**src/sv/sdsa_pkg.sv**
```systemverilog
`default_nettype none
package sdsa_pkg;

    // input request: one character of the line
    typedef struct packed {
        logic [7:0] char_in;
        logic       end_of_line;
    } t_in_req;

    // output request: one result character
    typedef struct packed {
        logic [7:0] char_out;
        logic       last;
    } t_out_req;

    typedef enum logic [3:0] {
        S_IN,
        S_CMP,
        S_ADD,
        S_SIGN,
        S_CARRY,
        S_INT,
        S_POINT,
        S_FRAC,
        S_NL
    } t_state;

    localparam logic [7:0] CH_SPACE = 8'h20;
    localparam logic [7:0] CH_POINT = 8'h2E;
    localparam logic [7:0] CH_MINUS = 8'h2D;
    localparam logic [7:0] CH_PLUS  = 8'h2B;
    localparam logic [7:0] CH_ZERO  = 8'h30;
    localparam logic [7:0] CH_ONE   = 8'h31;
    localparam logic [7:0] CH_NINE  = 8'h39;
    localparam logic [7:0] CH_NL    = 8'h0A;
    localparam logic [4:0] RADIX    = 5'd10;

endpackage
`default_nettype wire

```
**src/sv/sdsa_digit_alu.sv**
```systemverilog
`default_nettype none
// One decimal digit of add or subtract with carry/borrow.
module sdsa_digit_alu (
    input  wire logic [3:0] i_x,
    input  wire logic [3:0] i_y,
    input  wire logic       i_cin,
    input  wire logic       i_sub,
    output logic      [3:0] o_d,
    output logic            o_cout
);

    logic [4:0] y5;
    logic [4:0] x5;
    logic [4:0] s5;

    assign y5 = {1'b0, i_y} + {4'd0, i_cin};
    assign x5 = {1'b0, i_x};
    assign s5 = x5 + y5;

    always_comb begin
        if (i_sub) begin
            if (x5 < y5) begin
                o_cout = 1'b1;
                o_d    = 4'(x5 + sdsa_pkg::RADIX - y5);
            end else begin
                o_cout = 1'b0;
                o_d    = 4'(x5 - y5);
            end
        end else begin
            if (s5 >= sdsa_pkg::RADIX) begin
                o_cout = 1'b1;
                o_d    = 4'(s5 - sdsa_pkg::RADIX);
            end else begin
                o_cout = 1'b0;
                o_d    = s5[3:0];
            end
        end
    end

endmodule
`default_nettype wire

```
**src/sv/signed_decimal_string_adder.sv**
```systemverilog
// Signed decimal string adder.
// Input channel (i_valid, o_stall, i_data): one character per request; the
// line holds two signed decimal numbers split by the first space, and
// end_of_line marks its last character. Characters are taken one per cycle
// while o_stall is low. Output channel (o_valid, i_stall, o_data): result
// characters: optional '-', optional carry '1', integer digits, '.' and
// fraction digits when there are any, then a newline with last set. Bad
// lines give no output. Steps: when the signs differ, a magnitude compare,
// most significant first, of the aligned digits (integer plus fraction);
// then a least-significant-first add/subtract through one digit unit; then
// one character per cycle while the receiver does not stall. The digit unit
// and the single result-store port set the cost of a line. o_stall is high
// from the end of a good line until its newline is loaded into the output
// register. A stalled receiver holds the output register and pauses emission.
// Reset (synchronous, active low) returns to waiting for a new line and
// empties the output register.
`default_nettype none
module signed_decimal_string_adder #(
    parameter int INT_DIGITS  = 16,
    parameter int FRAC_DIGITS = 16
) (
    input  wire logic               i_clk,
    input  wire logic               i_rst_n,
    input  wire logic               i_valid,
    output logic                    o_stall,
    input  wire sdsa_pkg::t_in_req  i_data,
    output logic                    o_valid,
    input  wire logic               i_stall,
    output sdsa_pkg::t_out_req      o_data
);

    localparam int ALL = INT_DIGITS + FRAC_DIGITS;
    localparam int IA  = (INT_DIGITS > 1) ? $clog2(INT_DIGITS) : 1;
    localparam int FA  = (FRAC_DIGITS > 1) ? $clog2(FRAC_DIGITS) : 1;
    localparam int ICW = $clog2(INT_DIGITS + 1);
    localparam int FCW = $clog2(FRAC_DIGITS + 1);
    localparam int PW  = $clog2(ALL + 1);
    localparam int RA  = $clog2(ALL);

    // digit stores
    logic [3:0] r_lis [INT_DIGITS];
    logic [3:0] r_ris [INT_DIGITS];
    logic [3:0] r_lfs [FRAC_DIGITS];
    logic [3:0] r_rfs [FRAC_DIGITS];
    logic [3:0] r_res [ALL];

    // line state
    logic [ICW-1:0] r_lic, n_lic, r_ric, n_ric;
    logic [FCW-1:0] r_lfc, n_lfc, r_rfc, n_rfc;
    logic r_lm, n_lm, r_rm, n_rm;
    logic r_right, n_right, r_start, n_start, r_ps, n_ps, r_pjs, n_pjs;
    logic r_bad, n_bad;

    sdsa_pkg::t_state r_state, n_state;
    logic [PW-1:0] r_p, n_p, r_e, n_e;
    logic r_ll, n_ll, r_carry, n_carry;
    logic r_ov, n_ov;
    sdsa_pkg::t_out_req r_od, n_od;

    // store write controls
    logic           we_int, we_frac;
    logic [IA-1:0]  wa_int;
    logic [FA-1:0]  wa_frac;
    logic [3:0]     wd;

    logic in_acc, slot, has, adv;
    logic [7:0] ch;
    logic [7:0] emit_ch;
    logic       emit_last;
    logic sub, neg, swap;
    logic [PW-1:0] w, f, n, q;
    logic [3:0] da, db, ax, by, alu_d;
    logic alu_c;
    logic [3:0] res_rd;

    assign ch      = i_data.char_in;
    assign o_stall = (r_state != sdsa_pkg::S_IN);
    assign in_acc  = i_valid && !o_stall;
    assign slot    = !r_ov || !i_stall;
    assign adv     = !has || slot;
    assign o_valid = r_ov;
    assign o_data  = r_od;

    // aligned widths
    assign w    = (r_lic > r_ric) ? PW'(r_lic) : PW'(r_ric);
    assign f    = (r_lfc > r_rfc) ? PW'(r_lfc) : PW'(r_rfc);
    assign n    = w + f;
    assign sub  = (r_lm != r_rm);
    assign swap = sub && !r_ll;
    assign neg  = sub ? (r_ll ? r_lm : r_rm) : r_lm;
    assign q    = (r_state == sdsa_pkg::S_ADD) ? r_p - PW'(1) : r_p;

    // aligned digit of each number at position q
    always_comb begin
        logic [PW-1:0] pad_l, pad_r, qf;
        pad_l = w - PW'(r_lic);
        pad_r = w - PW'(r_ric);
        qf    = q - w;
        if (q < w) begin
            da = (q < pad_l) ? 4'd0 : r_lis[IA'(q - pad_l)];
            db = (q < pad_r) ? 4'd0 : r_ris[IA'(q - pad_r)];
        end else begin
            da = (qf < PW'(r_lfc)) ? r_lfs[FA'(qf)] : 4'd0;
            db = (qf < PW'(r_rfc)) ? r_rfs[FA'(qf)] : 4'd0;
        end
    end

    assign ax = swap ? db : da;
    assign by = swap ? da : db;

    sdsa_digit_alu u_alu (
        .i_x    (ax),
        .i_y    (by),
        .i_cin  (r_carry),
        .i_sub  (sub),
        .o_d    (alu_d),
        .o_cout (alu_c)
    );

    assign res_rd = r_res[RA'(r_e)];

    // next state
    always_comb begin
        n_state = r_state;
        case (r_state)
            sdsa_pkg::S_IN: begin
                if (in_acc && i_data.end_of_line && !n_bad && n_right) begin
                    n_state = sdsa_pkg::S_CMP;
                end
            end
            sdsa_pkg::S_CMP: begin
                if (!sub || r_p >= n || da != db) begin
                    n_state = sdsa_pkg::S_ADD;
                end
            end
            sdsa_pkg::S_ADD: begin
                if (r_p == '0) begin
                    n_state = sdsa_pkg::S_SIGN;
                end
            end
            sdsa_pkg::S_SIGN:  if (adv) n_state = sdsa_pkg::S_CARRY;
            sdsa_pkg::S_CARRY: if (adv) n_state = sdsa_pkg::S_INT;
            sdsa_pkg::S_INT:   if (r_e >= w) n_state = sdsa_pkg::S_POINT;
            sdsa_pkg::S_POINT: if (adv) n_state = sdsa_pkg::S_FRAC;
            sdsa_pkg::S_FRAC:  if (r_e >= n) n_state = sdsa_pkg::S_NL;
            sdsa_pkg::S_NL:    if (adv) n_state = sdsa_pkg::S_IN;
            default:           n_state = sdsa_pkg::S_IN;
        endcase
    end

    // emitted character per state
    always_comb begin
        has       = 1'b0;
        emit_ch   = sdsa_pkg::CH_NL;
        emit_last = 1'b0;
        case (r_state)
            sdsa_pkg::S_SIGN: begin
                has     = neg;
                emit_ch = sdsa_pkg::CH_MINUS;
            end
            sdsa_pkg::S_CARRY: begin
                has     = !sub && r_carry;
                emit_ch = sdsa_pkg::CH_ONE;
            end
            sdsa_pkg::S_INT, sdsa_pkg::S_FRAC: begin
                has     = (r_state == sdsa_pkg::S_INT) ? (r_e < w) : (r_e < n);
                emit_ch = sdsa_pkg::CH_ZERO + {4'd0, res_rd};
            end
            sdsa_pkg::S_POINT: begin
                has     = (f != '0);
                emit_ch = sdsa_pkg::CH_POINT;
            end
            sdsa_pkg::S_NL: begin
                has       = 1'b1;
                emit_last = 1'b1;
            end
            default: has = 1'b0;
        endcase
    end

    // datapath
    always_comb begin
        n_lic = r_lic; n_ric = r_ric; n_lfc = r_lfc; n_rfc = r_rfc;
        n_lm = r_lm; n_rm = r_rm; n_right = r_right; n_start = r_start;
        n_ps = r_ps; n_pjs = r_pjs; n_bad = r_bad;
        n_p = r_p; n_e = r_e; n_ll = r_ll; n_carry = r_carry;
        we_int = 1'b0; we_frac = 1'b0;
        wa_int = r_right ? IA'(r_ric) : IA'(r_lic);
        wa_frac = r_right ? FA'(r_rfc) : FA'(r_lfc);
        wd = 4'(ch - sdsa_pkg::CH_ZERO);
        n_ov = r_ov && i_stall;
        n_od = r_od;

        // character parsing
        if (r_state == sdsa_pkg::S_IN && in_acc) begin
            if (!r_bad) begin
                if (ch == sdsa_pkg::CH_SPACE) begin
                    if (r_right || r_pjs) begin
                        n_bad = 1'b1;
                    end else begin
                        n_right = 1'b1;
                        n_start = 1'b1;
                        n_ps    = 1'b0;
                        n_pjs   = 1'b0;
                    end
                end else if (r_start && (ch == sdsa_pkg::CH_MINUS ||
                                         ch == sdsa_pkg::CH_PLUS)) begin
                    if (r_right) n_rm = (ch == sdsa_pkg::CH_MINUS);
                    else n_lm = (ch == sdsa_pkg::CH_MINUS);
                    n_start = 1'b0;
                end else begin
                    n_start = 1'b0;
                    if (ch == sdsa_pkg::CH_POINT && !r_ps) begin
                        n_ps  = 1'b1;
                        n_pjs = 1'b1;
                    end else if (ch >= sdsa_pkg::CH_ZERO && ch <= sdsa_pkg::CH_NINE) begin
                        n_pjs = 1'b0;
                        if (r_ps) begin
                            if ((r_right ? r_rfc : r_lfc) == FCW'(FRAC_DIGITS)) begin
                                n_bad = 1'b1;
                            end else begin
                                we_frac = 1'b1;
                                if (r_right) n_rfc = r_rfc + FCW'(1);
                                else n_lfc = r_lfc + FCW'(1);
                            end
                        end else begin
                            if ((r_right ? r_ric : r_lic) == ICW'(INT_DIGITS)) begin
                                n_bad = 1'b1;
                            end else begin
                                we_int = 1'b1;
                                if (r_right) n_ric = r_ric + ICW'(1);
                                else n_lic = r_lic + ICW'(1);
                            end
                        end
                    end else begin
                        n_bad = 1'b1;
                    end
                end
            end
            if (i_data.end_of_line) begin
                if (n_pjs) n_bad = 1'b1;
                n_p     = '0;
                n_carry = 1'b0;
                n_ll    = 1'b0;
                if (n_bad || !n_right) begin
                    n_lic = '0; n_ric = '0; n_lfc = '0; n_rfc = '0;
                    n_lm = 1'b0; n_rm = 1'b0; n_right = 1'b0; n_start = 1'b1;
                    n_ps = 1'b0; n_pjs = 1'b0; n_bad = 1'b0;
                end
            end
        end

        // compare, most significant first
        if (r_state == sdsa_pkg::S_CMP) begin
            if (!sub || r_p >= n) begin
                n_p = n;
            end else if (da != db) begin
                n_ll = (da > db);
                n_p  = n;
            end else begin
                n_p = r_p + PW'(1);
            end
        end

        // add/subtract, least significant first
        if (r_state == sdsa_pkg::S_ADD) begin
            if (r_p != '0) begin
                n_carry = alu_c;
                n_p     = r_p - PW'(1);
            end else begin
                n_e = '0;
            end
        end

        // output register load
        if (has && slot) begin
            n_ov = 1'b1;
            n_od.char_out = emit_ch;
            n_od.last     = emit_last;
            if (r_state == sdsa_pkg::S_INT || r_state == sdsa_pkg::S_FRAC) begin
                n_e = r_e + PW'(1);
            end
        end

        // line done
        if (r_state == sdsa_pkg::S_NL && adv) begin
            n_lic = '0; n_ric = '0; n_lfc = '0; n_rfc = '0;
            n_lm = 1'b0; n_rm = 1'b0; n_right = 1'b0; n_start = 1'b1;
            n_ps = 1'b0; n_pjs = 1'b0; n_bad = 1'b0;
        end
    end

    // control registers
    always_ff @(posedge i_clk) begin
        if (!i_rst_n) begin
            r_state <= sdsa_pkg::S_IN;
            r_lic <= '0; r_ric <= '0; r_lfc <= '0; r_rfc <= '0;
            r_lm <= 1'b0; r_rm <= 1'b0; r_right <= 1'b0; r_start <= 1'b1;
            r_ps <= 1'b0; r_pjs <= 1'b0; r_bad <= 1'b0;
            r_p <= '0; r_e <= '0; r_ll <= 1'b0; r_carry <= 1'b0;
            r_ov <= 1'b0;
        end else begin
            r_state <= n_state;
            r_lic <= n_lic; r_ric <= n_ric; r_lfc <= n_lfc; r_rfc <= n_rfc;
            r_lm <= n_lm; r_rm <= n_rm; r_right <= n_right; r_start <= n_start;
            r_ps <= n_ps; r_pjs <= n_pjs; r_bad <= n_bad;
            r_p <= n_p; r_e <= n_e; r_ll <= n_ll; r_carry <= n_carry;
            r_ov <= n_ov;
        end
    end

    // payload and stores
    always_ff @(posedge i_clk) begin
        r_od <= n_od;
        if (we_int) begin
            if (r_right) r_ris[wa_int] <= wd;
            else r_lis[wa_int] <= wd;
        end
        if (we_frac) begin
            if (r_right) r_rfs[wa_frac] <= wd;
            else r_lfs[wa_frac] <= wd;
        end
        if (r_state == sdsa_pkg::S_ADD && r_p != '0) begin
            r_res[RA'(r_p - PW'(1))] <= alu_d;
        end
    end

`ifndef SYNTH
    a_cmp_only_sub: assert property (@(posedge i_clk) disable iff (!i_rst_n)
        (r_state == sdsa_pkg::S_CMP && r_p != '0) |-> sub)
        else $error("compare pass without a subtract");
    a_add_range: assert property (@(posedge i_clk) disable iff (!i_rst_n)
        (r_state == sdsa_pkg::S_ADD) |-> (r_p <= n))
        else $error("add position beyond digit count");
    a_int_range: assert property (@(posedge i_clk) disable iff (!i_rst_n)
        (r_state == sdsa_pkg::S_INT) |-> (r_e <= w))
        else $error("integer emit index beyond width");
    a_nl_last: assert property (@(posedge i_clk) disable iff (!i_rst_n)
        (r_state == sdsa_pkg::S_NL && slot) |=> (r_ov && r_od.last))
        else $error("newline not loaded with last");
`endif

endmodule
`default_nettype wire
```
**config.mk**
```make
export PLATFORM = sky130hd
export DESIGN_NAME = signed_decimal_string_adder
export DESIGN_NICKNAME = d
export VERILOG_FILES = /design/src/sv/sdsa_pkg.sv /design/src/sv/sdsa_digit_alu.sv /design/src/sv/signed_decimal_string_adder.sv
export SDC_FILE = /design/constraint.sdc
export NUM_CORES = 1
export LEC_CHECK = 0
export BUFFER_PORTS_ARGS = -buffer_cell sky130_fd_sc_hd__buf_2
export CORE_AREA = 4 4 199 201
export DETAILED_ROUTE_END_ITERATION = 8
export DIE_AREA = 0 0 203 205
export HOLD_SLACK_MARGIN = 0.15
export PLACE_DENSITY = 0.78
export SKIP_CTS_REPAIR_TIMING = 1
export SYNTH_ARGS = -nofsm -noshare
export SYNTH_HDL_FRONTEND = slang
export SYNTH_SLANG_ARGS = --single-unit
```
**constraint.sdc**
```tcl
create_clock -name i_clk -period 9.1 [get_ports i_clk]
set_input_delay 1.365 -clock i_clk [delete_from_list [all_inputs] [get_ports i_clk]]
set_output_delay 1.365 -clock i_clk [all_outputs]
set_load 0.005 [all_outputs]
```
Word level (Yosys, flattened, before mapping). Memory sizes are Yosys's and may differ from the RTL's. A register that Yosys moved wholly into a read port is not among the register bits. Cells that the tools add are included.

Logic and storage cells: 311. Output and inout bits: 11. Memory bits (read-only): 0. Register bits after elaboration: 55. Bits of input ports: 13. Latch bits: 0. RAM bits: 384. Memories kept: 5.

Shifts and indexed selects: 0. Muxes and demuxes: 184. Bitwise operators: 1. Reductions and logical operators: 39. Divide/modulo/power cells: 0. Multiply operators: 0. Equal/unequal tests: 25. $add $sub $neg: 21. Order comparisons: 17.

Memory list: r_res (depth 32, width 4, read ports 1, clocked after memory_dff 1, wr ports 1, line signed_decimal_string_adder.sv:45) `logic [3:0] r_res [ALL];`; r_lfs (depth 16, width 4, read ports 1, clocked after memory_dff 0, wr ports 1, line signed_decimal_string_adder.sv:43) `logic [3:0] r_lfs [FRAC_DIGITS];`; r_lis (depth 16, width 4, read ports 1, clocked after memory_dff 0, wr ports 1, line signed_decimal_string_adder.sv:41) `logic [3:0] r_lis [INT_DIGITS];`; r_rfs (depth 16, width 4, read ports 1, clocked after memory_dff 0, wr ports 1, line signed_decimal_string_adder.sv:44) `logic [3:0] r_rfs [FRAC_DIGITS];`; r_ris (depth 16, width 4, read ports 1, clocked after memory_dff 0, wr ports 1, line signed_decimal_string_adder.sv:42) `logic [3:0] r_ris [INT_DIGITS];`.

Operators with widths (count): $mux 5 (45); $mux 1 (102); $mux 4 (22); $mux 6 (12); $pmux 4 s9 (1); $eq 8x6->1 const B (4); $pmux 7 s4 (1); $lt 6x5->1 (4); $add 5x1->5 const B (4); $lt 6x6->1 (3); $eq 4x3->1 const B (4); $ne 2x2->1 const B (8); $sub 4x4->4 (4); $logic_and 1x1->1 (14); $add 6x1->6 const B (2); $ge 6x6->1 (2); $reduce_bool 6->1 (2); $sub 5x5->6 (2); $eq 5x5->1 const B (2); $gt 5x5->1 (2); $logic_not 1->1 (9); $reduce_and 9->1 (1); $eq 4x2->1 const B (2); $ge 8x6->1 const B (1); 26 further kinds (34).

Depth between registers and ports, before layout.
Depth in word-level cells: 22. Mapped depth: 37. Mapped depth without buffers: 37.

By module. A second synthesis with hierarchy kept.

Cell total of the unflattened synthesis: 1509. Area total of the unflattened synthesis: 21453.1 um2.

By module, submodules not included: signed_decimal_string_adder (cells an instance 1432, times used 1, area each 20827.5 um2, sequential area each 12662.1 um2); sdsa_digit_alu (cells an instance 77, times used 1, area each 625.6 um2, sequential area each 0.0 um2).

Least setup slack after synthesis. OpenSTA, ideal clock, no wires.

Path kind: reg-to-reg. From: register r_ric[1]. To: memory r_res[0][3] (data pin). Data arrival time: 8631 ps. Path buffers: 2. Library setup time: 491 ps. Setup slack: -22 ps. Data required time: 8609 ps. Stages on the path, launching flop included: 31. Period minus slack after synthesis: 9122 ps. Cell sequence: dfxtp_1 inv_1 ha_1 nor2b_1 o21a_1 o21a_1 o21ai_0 nand2b_1 o21a_1 o21ai_0 inv_1 fa_1 inv_1 fa_1 clkbuf_1 clkbuf_1 mux4_2 mux4_2 a22o_1 inv_1 a21oi_1 ha_1 ha_1 xnor2_1 inv_1 ha_1 nor2b_1 a221oi_1 xnor2_1 or3_1 a311oi_1.

Cells in the longest elaborated chain, start to end: 13. Elaborated cells on any way between the ends: 35. Classes of those cells: add/sub (11); order compare (8); mux (12); memory (4).

Ends and longest elaborated chain: start, declared (line signed_decimal_string_adder.sv:48) `logic [ICW-1:0] r_lic, n_lic, r_ric, n_ric;`; start signal, assigned (line signed_decimal_string_adder.sv:304) `r_lic <= n_lic; r_ric <= n_ric; r_lfc <= n_lfc; r_rfc <= n_rfc;`; $gt 5x5->1 (line signed_decimal_string_adder.sv:85) `assign w = (r_lic > r_ric) ? PW'(r_lic) : PW'(r_ric);`; $mux 5 (line signed_decimal_string_adder.sv:85); $sub 5x5->6, on equally long branches (line signed_decimal_string_adder.sv:97, signed_decimal_string_adder.sv:96); $sub 4x4->4, on equally long branches (line signed_decimal_string_adder.sv:101, signed_decimal_string_adder.sv:100); $mem_v2 16x4, on equally long branches; $mux 4, on equally long branches (line signed_decimal_string_adder.sv:101, signed_decimal_string_adder.sv:100); $mux 4 (line signed_decimal_string_adder.sv:99) `if (q < w) begin`; $mux 4 (line signed_decimal_string_adder.sv:109) `assign by = swap ? da : db;`; $add 4x1->5 (line sdsa_digit_alu.sv:16) `assign y5 = {1'b0, i_y} + {4'd0, i_cin};`; $add 4x5->5 (line sdsa_digit_alu.sv:18) `assign s5 = x5 + y5;`; $sub 4x4->4 or $ge 5x4->1 (tied branches) (line sdsa_digit_alu.sv:32, sdsa_digit_alu.sv:30); $mux 4 (line sdsa_digit_alu.sv:30) `if (s5 >= sdsa_pkg::RADIX) begin`; $mux 4 * (line sdsa_digit_alu.sv:21) `if (i_sub) begin`; via alu_d[3] (line signed_decimal_string_adder.sv:72) `logic [3:0] da, db, ax, by, alu_d;`; end, declared (line signed_decimal_string_adder.sv:45).

Mark *: on every way through the listed nets, which the timed path passes. The rest lies on a longest branch.

Worst setup path in the final report.
From: register r_ric[1]. To: memory r_res[23][1] (data pin).

Same word-level chain as after synthesis.

==> flow_summary_export.csv <==
group,metric,value,unit
placement,dp.cells,2023,
placement,place_congestion,0.941,
placement,place_ws,0.354,ns
clock_network,cts_tree,"done",
synth,synth.distinct_cells,79,
power,p_leak,0.00785,uW
clock_network,cts_max_path_buffers,3,
sta,finalMaxSlewViolations,0,
setup_path,path_buf_inv,6,
setup_path,end_kind,"flip-flop",
finish,final_cells,2105,
synth,avgSynthCellArea,14.0,um2
power,ir_drop,0.918,mV
sta,setup_slack,0.759,ns
sta,maxSlewHeadroom,21.0,%
routing,vias,12931,
setup_path,crit_slowest_cell,"fa_1",
sta,clock-skew-final,0.0226,ns
synth,synth_xor_area_share,2.18,%
setup_path,critPathTopFamily,"adder cells",
setup_path,required,9.38,ns
setup_path,cp_max_fo,32,
synth,synth_cells,1516,
power,powerDensity,420,mW/mm2
finish,mostFrequentLayoutCells,"edfxtp_1, nor2_1, mux4_2, ha_1, nand2_1",
global_routing,grt_first_pass_wirelength,74600,um
placement,hpwl,31900,um
routing,vias_per_cell,6.14,
global_routing,grt_usage,23.1,%
sta,tightest_slew,1.18,ns
floorplanning,pin_count,24,
floorplanning,dieArea,0.0416,mm2
synth,synth_edf_count,391,
sta,finalHoldViolCount,0,
setup_path,critPathLaunchType,"flip-flop",
routing,drtIter0Drc,1362,
floorplanning,initial_core_util,56.5,%
setup_path,reg2reg_setup_slack,0.76,ns
floorplanning,coreArea,0.0376,mm2
global_routing,grt_max_degree,70,
sta,fin_crit_sh,91.7,%
synth,seq_area_frac_synth,59.6,%
setup_path,critPathArrivalTime,8.62,ns
synth,synth.area.mux_share,13.5,%
sta,rsz0062_at_grt,"false",
synth,synth-adder-area-share,6.44,%
setup_path,setup.worst_path.class,"flip-flop to flip-flop",
sta,finalCriticalPeriod,8.34,ns
routing,drc,0,
finish,nets,1675,
finish,final_common_cell,"edfxtp_1",
finish,drive_above_1_share,15.6,%
finish,area_growth,10.4,%
global_routing,antenna_found_initial,0,
clock_network,insertion_delay,0.58,ns
sta,fmax,120,MHz
sta,tns,0,ns
clock_network,cts_root_buffer,"clkbuf_16",
sta,setup_viol,0,
clock_network,path_clk_slew,0.06,ns
clock_network,cts_inserted_buffers,44,
routing,drtPass1Iterations,6,
finish,antenna_cells,0,
global_routing,grt-ovfl-total,0,
routing,ant_nets,0,
clock_network,htree_levels,2,
floorplanning,die_h,205,um
synth,synth_flop_cell,"edfxtp_1",
run,maxCapViolCount,0,
run_status,outcome,"complete, no violations",
synth,synth_top_family_by_area,"multiplexers",
setup_path,cpPeakStageDelay,0.90,ns
synth,ys_warn_count,0,
synth,async_reset_ff_share,0,%
placement,numPortBuffers,21,
synth,synth-simple-area-share,9.36,%
worst_hold_path,min_path_type,"flip-flop to flip-flop",
synth,ys_ff_latch,437,
floorplanning,die_x,203,um
routing,wirelength,47300,um
synth,synth-compound-area-share,6.58,%
global_routing,grt_pass1_vias,12917,
floorplanning,rows,71,
clock_network,cts_sinks,437,
synth,netlist_area,0.0212,mm2
routing,wire_per_inst,22.5,um
power,power.total,9840,uW
## path summary, 6_finish.rpt
kind,end,start,cells past startpoint
worst max register to register,r_res[23][1],r_ric[1],33
worst min-delay path,r_ll,r_ll,2
worst min register to register,r_ll,r_ll,2
worst max-delay path,r_res[23][1],r_ric[1],33
## synthesized netlist by cell type (4+ instances only)
library cell | n | area [um2]
nand4_1 | 13 | 81.3
xnor2_1 | 37 | 324
mux2_2 | 11 | 124
o21ai_0 | 46 | 230
nor2b_1 | 18 | 113
buf_2 | 6 | 30.0
a21o_1 | 16 | 120
mux4_2 | 101 | 2270
nand2_1 | 91 | 342
a22oi_1 | 8 | 60.1
inv_1 | 61 | 229
or3_1 | 4 | 25.0
a211oi_1 | 10 | 75.1
xor2_1 | 14 | 123
nor3b_1 | 7 | 52.6
ha_1 | 95 | 1190
a22o_1 | 5 | 43.8
clkbuf_1 | 38 | 143
edfxtp_1 | 391 | 11700
nand3b_1 | 7 | 52.6
and2_1 | 5 | 31.3
buf_1 | 13 | 48.8
a32oi_1 | 4 | 35.0
nand2b_1 | 15 | 93.8
nand3_1 | 32 | 160
nor2_1 | 186 | 698
dfxtp_1 | 46 | 921
and3_1 | 7 | 43.8
mux2i_1 | 46 | 460
o211ai_1 | 6 | 45.0
o22ai_1 | 4 | 25.0
fa_1 | 9 | 180
nor3_1 | 21 | 105
o21a_1 | 6 | 45.0
a31oi_1 | 11 | 68.8
nor4_1 | 4 | 25.0
a21oi_1 | 55 | 275
## state kept, by name (all words and copies together), names as in the netlist, 4 cells and up
register  count
r_state       4
r_rfc         5
r_e           6
r_p           6
r_lfc         5
r_ric         5
r_lic         5
r_ris        64
r_lis        64
r_rfs        64
r_lfs        64
o_data        7
r_res       128
## cells by family (layout without fill, tap and decap cells)
family,after synthesis,in the layout
AOI/OAI and AO/OA,209,209
DFF,437,437
xor gates and xnor gates,52,52
and+or+nand+nor,429,429
buffers and inverters,125,202
adders and majority gates,104,104
muxes,159,159
other,1,2
## area by class of cell
| class | instances | area, um2 |
|---|---|---|
| fill | 2743 | 14100 |
| sequential | 437 | 12700 |
| multi-input combinational | 955 | 8140 |
| clock buffer | 54 | 1140 |
| tap | 511 | 639 |
| timing repair buffer | 55 | 373 |
| clock inverter | 28 | 254 |
| inverter | 65 | 244 |
## layer usage
metal | GRT usage [%] | wire (um) | up-vias
met4 | 5.58 | 802 | 0
met2 | 37.9 | 23000 | 551
met5 | 0 | 0 | -
li1 | - | - | 5881
met1 | 32.8 | 19900 | 6430
met3 | 3.93 | 3490 | 69
## power breakdown
part,switching [uW],internal [uW]
Combinational,2930,1560
Clock,745,1010
Sequential,30.5,3570
## stage by stage
stage	hold WS [ns]	utilization (%)	area (um2)
global route	0.535	62.4	23500
CTS	0.506	62.4	23400
global placement	0.483	58.7	22100
finish	0.507	62.4	23500
detailed placement	0.495	58.7	22100
floorplan	0.453	-	21300
## worst reg2reg max path: cells and delay by family (launching register included)
kind	cells	cell delay [ns]
adders and majority gates	7	2.75
AOI/OAI and AO/OA	8	1.57
muxes	5	1.55
buffers and inverters	6	0.69
xor gates and xnor gates	3	0.62
DFF	1	0.49
and+or+nand+nor	4	0.40
Note: power is estimated with default switching activity, not from simulation.
